$ cat src/rtl/core/xss_pkg.sv
package xss_pkg;

   localparam int WORD_W = 64;
   localparam int HALF_W = 32;

   // command codes carried on req_tuser
   localparam logic CMD_RESEED = 1'b0;
   localparam logic CMD_NEXT   = 1'b1;

   localparam logic [WORD_W-1:0] GOLDEN_GAMMA = 64'h9e3779b97f4a7c15;
   localparam logic [WORD_W-1:0] MIX_MUL_A    = 64'hbf58476d1ce4e5b9;
   localparam logic [WORD_W-1:0] MIX_MUL_B    = 64'h94d049bb133111eb;

   localparam int ADV_SHIFT = 17;

   // partial-product steps of the 64 x 64 (mod 2^64) constant multiply
   localparam logic [1:0] MUL_LO_LO = 2'd0;
   localparam logic [1:0] MUL_LO_HI = 2'd1;
   localparam logic [1:0] MUL_HI_LO = 2'd2;

   localparam logic [1:0] LAST_WORD = 2'd3;

   typedef struct packed {
      logic       load_seed;
      logic       advance;
      logic       draw;
      logic       mix_b;
      logic       mul_en;
      logic       mul_sel_b;
      logic [1:0] mul_step;
      logic       store;
      logic [1:0] word_idx;
   } dp_cmd_type;

   function automatic logic [WORD_W-1:0] rotl7(input logic [WORD_W-1:0] v);
      rotl7 = {v[WORD_W-8:0], v[WORD_W-1:WORD_W-7]};
   endfunction

   function automatic logic [WORD_W-1:0] rotl45(input logic [WORD_W-1:0] v);
      rotl45 = {v[WORD_W-46:0], v[WORD_W-1:WORD_W-45]};
   endfunction

endpackage

$ cat src/rtl/core/xss_dp.sv
module xss_dp
   import xss_pkg::*;
(
   input  logic              clock,
   input  logic              reset,
   input  dp_cmd_type        cmd,
   input  logic [WORD_W-1:0] seed,
   output logic [WORD_W-1:0] rsp_data
);

   logic [WORD_W-1:0] words_ff [4];
   logic [WORD_W-1:0] counter_ff;
   logic [WORD_W-1:0] z_ff;
   logic [WORD_W-1:0] acc_ff;
   logic [WORD_W-1:0] rsp_data_ff;

   logic [WORD_W-1:0] counter_in;
   logic [WORD_W-1:0] acc_in;
   logic [WORD_W-1:0] rsp_data_in;

   logic [WORD_W-1:0] mul_const;
   logic [HALF_W-1:0] mul_a;
   logic [HALF_W-1:0] mul_b;
   logic [WORD_W-1:0] mul_prod;

   logic [WORD_W-1:0] n0, n1, n2, n3, shifted;
   logic [WORD_W-1:0] times5, rot, times9;
   logic [WORD_W-1:0] mix_out;

   // xoshiro256** output and state update
   always_comb begin
      times5  = words_ff[1] + {words_ff[1][WORD_W-3:0], 2'b00};
      rot     = rotl7(times5);
      times9  = rot + {rot[WORD_W-4:0], 3'b000};
      shifted = {words_ff[1][WORD_W-1-ADV_SHIFT:0], {ADV_SHIFT{1'b0}}};
      n2      = words_ff[2] ^ words_ff[0];
      n3      = words_ff[3] ^ words_ff[1];
      n1      = words_ff[1] ^ n2;
      n0      = words_ff[0] ^ n3;
   end

   assign rsp_data_in = cmd.advance ? times9 : rsp_data_ff;
   assign counter_in  = counter_ff + GOLDEN_GAMMA;
   assign mix_out     = acc_ff ^ (acc_ff >> 31);

   // one 32 x 32 partial product per cycle
   always_comb begin
      mul_const = cmd.mul_sel_b ? MIX_MUL_B : MIX_MUL_A;
      mul_a     = (cmd.mul_step == MUL_HI_LO) ? z_ff[WORD_W-1:HALF_W] : z_ff[HALF_W-1:0];
      mul_b     = (cmd.mul_step == MUL_LO_HI) ? mul_const[WORD_W-1:HALF_W]
                                              : mul_const[HALF_W-1:0];
      mul_prod  = WORD_W'(mul_a) * WORD_W'(mul_b);
      if (cmd.mul_step == MUL_LO_LO) begin
         acc_in = mul_prod;
      end else begin
         acc_in = acc_ff + {mul_prod[HALF_W-1:0], {HALF_W{1'b0}}};
      end
   end

   always_ff @(posedge clock) begin
      if (reset) begin
         for (int i = 0; i < 4; i++) begin
            words_ff[i] <= '0;
         end
         counter_ff <= '0;
      end else begin
         if (cmd.load_seed) begin
            counter_ff <= seed;
         end else if (cmd.draw) begin
            counter_ff <= counter_in;
         end
         if (cmd.advance) begin
            words_ff[0] <= n0;
            words_ff[1] <= n1;
            words_ff[2] <= n2 ^ shifted;
            words_ff[3] <= rotl45(n3);
         end else if (cmd.store) begin
            words_ff[cmd.word_idx] <= mix_out;
         end
      end
   end

   always_ff @(posedge clock) begin
      rsp_data_ff <= rsp_data_in;
      if (cmd.draw) begin
         z_ff <= counter_in ^ (counter_in >> 30);
      end else if (cmd.mix_b) begin
         z_ff <= acc_ff ^ (acc_ff >> 27);
      end
      if (cmd.mul_en) begin
         acc_ff <= acc_in;
      end
   end

   assign rsp_data = rsp_data_ff;

endmodule

$ cat src/rtl/core/xss_ctrl.sv
module xss_ctrl
   import xss_pkg::*;
(
   input  logic       clock,
   input  logic       reset,
   input  logic       req_tvalid,
   output logic       req_tready,
   input  logic       req_cmd,
   output logic       rsp_tvalid,
   input  logic       rsp_tready,
   output dp_cmd_type cmd
);

   typedef enum logic [5:0] {
      ST_IDLE  = 6'b000001,
      ST_DRAW  = 6'b000010,
      ST_MUL_A = 6'b000100,
      ST_MIX_B = 6'b001000,
      ST_MUL_B = 6'b010000,
      ST_STORE = 6'b100000
   } state_type;

   state_type  state_ff, state_in;
   logic [1:0] step_ff, step_in;
   logic [1:0] idx_ff, idx_in;
   logic       rsp_valid_ff, rsp_valid_in;
   logic       accept;

   assign req_tready = (state_ff == ST_IDLE) && (!rsp_valid_ff || rsp_tready);
   assign accept     = req_tvalid && req_tready;

   always_comb begin
      state_in      = state_ff;
      step_in       = step_ff;
      idx_in        = idx_ff;
      cmd           = '0;
      cmd.mul_step  = step_ff;
      cmd.word_idx  = idx_ff;
      rsp_valid_in  = rsp_tready ? 1'b0 : rsp_valid_ff;
      unique case (state_ff)
         ST_IDLE: begin
            if (accept) begin
               if (req_cmd == CMD_RESEED) begin
                  cmd.load_seed = 1'b1;
                  idx_in        = '0;
                  state_in      = ST_DRAW;
               end else begin
                  cmd.advance  = 1'b1;
                  rsp_valid_in = 1'b1;
               end
            end
         end
         ST_DRAW: begin
            cmd.draw = 1'b1;
            step_in  = MUL_LO_LO;
            state_in = ST_MUL_A;
         end
         ST_MUL_A: begin
            cmd.mul_en = 1'b1;
            if (step_ff == MUL_HI_LO) begin
               step_in  = MUL_LO_LO;
               state_in = ST_MIX_B;
            end else begin
               step_in = step_ff + 2'd1;
            end
         end
         ST_MIX_B: begin
            cmd.mix_b = 1'b1;
            state_in  = ST_MUL_B;
         end
         ST_MUL_B: begin
            cmd.mul_en    = 1'b1;
            cmd.mul_sel_b = 1'b1;
            if (step_ff == MUL_HI_LO) begin
               step_in  = MUL_LO_LO;
               state_in = ST_STORE;
            end else begin
               step_in = step_ff + 2'd1;
            end
         end
         ST_STORE: begin
            cmd.store = 1'b1;
            if (idx_ff == LAST_WORD) begin
               state_in = ST_IDLE;
            end else begin
               idx_in   = idx_ff + 2'd1;
               state_in = ST_DRAW;
            end
         end
         default: begin
            state_in = ST_IDLE;
         end
      endcase
   end

   always_ff @(posedge clock) begin
      if (reset) begin
         state_ff     <= ST_IDLE;
         step_ff      <= '0;
         idx_ff       <= '0;
         rsp_valid_ff <= 1'b0;
      end else begin
         state_ff     <= state_in;
         step_ff      <= step_in;
         idx_ff       <= idx_in;
         rsp_valid_ff <= rsp_valid_in;
      end
   end

   assign rsp_tvalid = rsp_valid_ff;

   a_reseed_starts_draw: assert property (@(posedge clock) disable iff (reset)
      accept && (req_cmd == CMD_RESEED) |=> state_ff == ST_DRAW)
      else $error("reseed did not start the seeding sequence");

   a_last_store_idles: assert property (@(posedge clock) disable iff (reset)
      (state_ff == ST_STORE) && (idx_ff == LAST_WORD) |=> state_ff == ST_IDLE)
      else $error("seeding did not end after the fourth word");

   a_busy_not_ready: assert property (@(posedge clock) disable iff (reset)
      (state_ff != ST_IDLE) |-> !req_tready)
      else $error("request taken while seeding");

   a_rsp_from_next: assert property (@(posedge clock) disable iff (reset)
      $rose(rsp_valid_ff) |-> $past(accept && (req_cmd == CMD_NEXT)))
      else $error("response raised without a next request");

endmodule

$ cat src/rtl/core/xoshiro256ss_with_splitmix_seed.sv
// Channel | Ports      | Payload
// --------+------------+-----------------------------------------------
// request | req_t*     | tuser: cmd (0 reseed, 1 next); tdata: seed
// result  | rsp_t*     | tdata: random_word (xoshiro256** output)
//
// A next request needs no sequencing: the output word and the state update are
// xors, rotates and shift-add multiplies, and the word lands in the result
// register, so back-to-back next requests stream at one per cycle unless
// the result channel stalls. A reseed runs four splitmix64 draws, one per
// word; each draw runs two 64-bit constant multiplies through one shared
// 32 x 32 multiplier, three partial products each. Reseeds give no result.
// Reset (synchronous, active high) clears the four generator words and the
// splitmix64 counter. A request is refused while seeding, and any request
// waits while a result is held and the result channel is stalled.
module xoshiro256ss_with_splitmix_seed
   import xss_pkg::*;
(
   input  logic              clock,
   input  logic              reset,
   input  logic              req_tvalid,
   output logic              req_tready,
   input  logic [WORD_W-1:0] req_tdata,   // [63:0] seed
   input  logic              req_tuser,   // [0] cmd
   output logic              rsp_tvalid,
   input  logic              rsp_tready,
   output logic [WORD_W-1:0] rsp_tdata    // [63:0] random_word
);

   dp_cmd_type cmd;

   // sequence reseeds and gate the handshakes
   xss_ctrl u_ctrl (
      .clock      (clock),
      .reset      (reset),
      .req_tvalid (req_tvalid),
      .req_tready (req_tready),
      .req_cmd    (req_tuser),
      .rsp_tvalid (rsp_tvalid),
      .rsp_tready (rsp_tready),
      .cmd        (cmd)
   );

   // hold generator state, counter, multiplier and result register
   xss_dp u_dp (
      .clock    (clock),
      .reset    (reset),
      .cmd      (cmd),
      .seed     (req_tdata),
      .rsp_data (rsp_tdata)
   );

endmodule
$ cat config.mk
export PLATFORM = sky130hd
export DESIGN_NAME = xoshiro256ss_with_splitmix_seed
export DESIGN_NICKNAME = d
export VERILOG_FILES = /design/src/rtl/core/xss_pkg.sv /design/src/rtl/core/xss_dp.sv /design/src/rtl/core/xss_ctrl.sv /design/src/rtl/core/xoshiro256ss_with_splitmix_seed.sv
export SDC_FILE = /design/constraint.sdc
export NUM_CORES = 2
export LEC_CHECK = 0
export BUFFER_PORTS_ARGS = -buffer_cell sky130_fd_sc_hd__buf_2
export CORE_MARGIN = 1.5
export CORE_UTILIZATION = 55
export DETAILED_ROUTE_END_ITERATION = 10
export PLACE_DENSITY = 0.71
export SYNTH_ARGS = -nofsm -noshare
export SYNTH_HDL_FRONTEND = slang
export SYNTH_SLANG_ARGS = --single-unit
$ cat constraint.sdc
create_clock -name clock -period 10.8 [get_ports clock]
set_input_delay 0.54 -clock clock [delete_from_list [all_inputs] [get_ports clock]]
set_output_delay 0.54 -clock clock [all_outputs]
set_load 0.005 [all_outputs]
==> metrics.txt <==
outcome finished, final reports clean; Synth area leader fa_1; hold path start req_tdata[8]; Rel. slew slack 17.89%; final hold violation count 0; via count of the first global-routing pass 48660; boundary pin count ~140; minimum clock period between 10000 and 15000 ps; # rows about 120; # resized after CTS 0; global-route wire length before repair approximately 330 mm; M1 GR Usage 50.85%; most frequent CP cell fa_1; CTS Root Cell clkbuf_16; Slew Limit Fails 0; Initial Util 55.36%; Power per Cell Area 233.3 nW/um^2; Syn. warnings 0; period utilization 95.47%; Worst-path clk slew about 70 ps; gpl congestion 1.018; Num Clock Sinks approximately 520; Worst setup startpoint u_ctrl.step_ff[1]$_SDFFE_PP0P_; Peak VDD IR 417.2 uV; Worst EP arrival about 11000 ps; drt initial violations 5693; GRT overflow 0; post-synth top area share between 20% and 30%; Longest Clk Path Bufs 3; DR WL/cell 28.09 um; Remaining DRCs 0; DIE WIDTH 341.8 um; DP Worst Slack 597.4 ps; Setup Skew roughly 36 ps; Crit. End Element flop; worst reg2reg path depth 32; ys flop type edfxtp_1; largest net degree at the start of global routing 116; GR peak layer met2; Final nets 7835; Util after Layout 59.21%; Die Y approximately 340 um; DP Wirelength 184.9 mm; synthesized instance count about 6400; Crit-path slowest cell fa_1; Syn Area/Cell 9.842 sq um; HP Class in -> reg; RSZ-0062 raised after global routing false; Worst-Skew Late Latency around 660 ps; total of max-cap violations 0; Slew @ Worst Pin 1197 ps; Post-Route WL 224.9 mm; Num CTS Buffers 53; fmax 0.09699 GHz; postcts setup bufs 0; core outline area between 100000 and 150000 sq um; Filler Cells Inserted roughly 10000; worst reg2reg setup slack 490 ps; CP max stage delay approximately 570 ps; R2R Path End u_dp.acc_ff[62]$_DFFE_PP_; Critical R2R Launch u_ctrl.step_ff[1]$_SDFFE_PP0P_; Mapped Area 63130 sq um; WHS Endpoint u_dp.counter_ff[8]$_SDFFE_PP0P_; Leakage 30.96 nW; H-tree level count 2; drt pass-1 iters 6; M2 GR Usage 56.95%; Routed Antenna Nets 0; IO buf count 134; register area share after synthesis 23.69%; Synth cell types 100; hold_buf cts 0; share of flip-flops with an asynchronous set or reset 0%; share of cells above drive strength 1 6.826%; Post-DP Area 65670 sq um; final worst slack 489.2 ps; Synth Register Bits ~520; type of origin of the critical path flop; WHS Path Cells 3; area grow syn2layout 6.949%; Sum Neg Setup Slack 0 ps; Crit Path Category reg -> reg; vias per cell about 6.1; die area 116800 sq um; Mapped Nets a little under 8000; Synth area leaders fa_1 (26%), edfxtp_1 (21%), ha_1 (9.7%), inv_1 (5.7%), xnor2_1 (5.3%); # setup viols final 0; initial antenna violation count 4; WHS 141.0 ps; met3 GRT Util 11.01%; CP Max Fanout 12; EDFF count, synth 448; CTS tree built; Design Area, Final 67520 sq um; CP Data Required Time 11170 ps; vias after detailed routing 48920; GRT Util Overall 38.54%
## worst max path at each step
stage,end,slack (ps),cells after the start
floorplan,u_dp.acc_ff[63]$_DFFE_PP_,900,40
global placement,u_dp.acc_ff[62]$_DFFE_PP_,670,32
detailed placement,u_dp.acc_ff[62]$_DFFE_PP_,600,32
CTS,u_dp.acc_ff[62]$_DFFE_PP_,560,32
global route,u_dp.acc_ff[63]$_DFFE_PP_,20,37
finish,u_dp.acc_ff[62]$_DFFE_PP_,490,32
## critical path: cells and delay by family, from the launching register on
kind                     cells  cell delay (ps)
AO/OA/AOI/OAI                5             1360
adder cells (fa/ha/maj)     10             4650
XOR/XNOR                     2              530
multiplexers                 2              460
buffers and inverters        6              640
flip-flops                   1              430
AND/OR/NAND/NOR              7             1930
## power by group
group / switching, W / total (W) / internal, W
logic: 0.00675 / 0.0109 / 0.00413
clock network: 0.000873 / 0.00201 / 0.00114
registers: 0.000158 / 0.00286 / 0.00271
total: 0.00778 / 0.0158 / 0.00798
## metal layers
metal	share of wire, %	vias up
li1	-	21430
met1	39	24270
met2	43	2704
met3	11	506
met4	7.2	8
met5	0.026	-
## cell usage after synthesis (all sizes together) (9+ instances only)
master  instances
nor3           75
nand2b         65
a21o          142
a31oi          41
a21boi          9
nand2         442
a222oi         29
dfxtp          75
xnor2         380
a21oi         279
and2          139
clkbuf        211
or3            16
o21ai         344
o211ai         15
inv           967
a211oi         23
nor4           11
o21a           24
ha            490
or2            23
edfxtp        448
o21bai         28
mux2i          21
fa            829
nor2          406
and3           34
a221oi         21
nor2b          26
a22o           33
xor2          300
a22oi          23
nand4          48
nand3          52
mux2           17
o31ai          20
o22ai         139
buf            62
## cell type report
| cell class | instances | area [sq um] | share of cell area [%] |
|---|---|---|---|
| Antenna cell | 3 | 7.507 | 0.01112 |
| Multi-Input combinational cell | 4651 | 43620 | 64.60 |
| Clock buffer | 63 | 1384 | 2.050 |
| Inverter | 967 | 3630 | 5.376 |
| Clock inverter | 35 | 456.7 | 0.6764 |
| Timing Repair Buffer | 251 | 1574 | 2.331 |
| Tap cell | 1512 | 1892 | 2.802 |
| Sequential cell | 523 | 14950 | 22.15 |
## logic make-up after synthesis
logic type | count (synthesis) | synth area share (%)
mux | 38 | 0.6362
simple gates | 1368 | 10.11
flops | 523 | 23.69
compound gates | 1245 | 12.70
fa+ha+maj | 1319 | 36.00
xor+xnor | 681 | 9.470
buf+inv | 1240 | 7.397
## per-stage QoR
step                      total power (W)  std cells
after floorplan                   0.01024       6414
after global placement            0.01341       7904
after detailed placement          0.01348       7904
after CTS                         0.01553       8002
after global routing              0.01665       8002
final                             0.01575       8005
## placed cells by master, fill, tap and decap left out, types with 115 or more instances in the layout
master    Yosys  routed
buf_4         0     115
nor2_1      406     402
ha_1        490     489
fa_1        829     829
a21o_1      142     142
o21ai_0     316     316
xor2_1      300     300
and2_1      135     135
a21oi_1     276     276
o22ai_1     139     139
xnor2_1     380     380
edfxtp_1    448     448
buf_2        12     134
nand2_1     442     434
inv_1       966     964
## flip-flops by register name (all words and copies together), names as in the netlist
register	count
u_ctrl.idx_ff	2
u_ctrl.rsp_tvalid	1
u_ctrl.state_ff	6
u_ctrl.step_ff	2
u_dp.acc_ff	64
u_dp.counter_ff	64
u_dp.rsp_data	64
u_dp.words_ff	256
u_dp.z_ff	64
No activity file was read; power rests on OpenSTA's default activity.
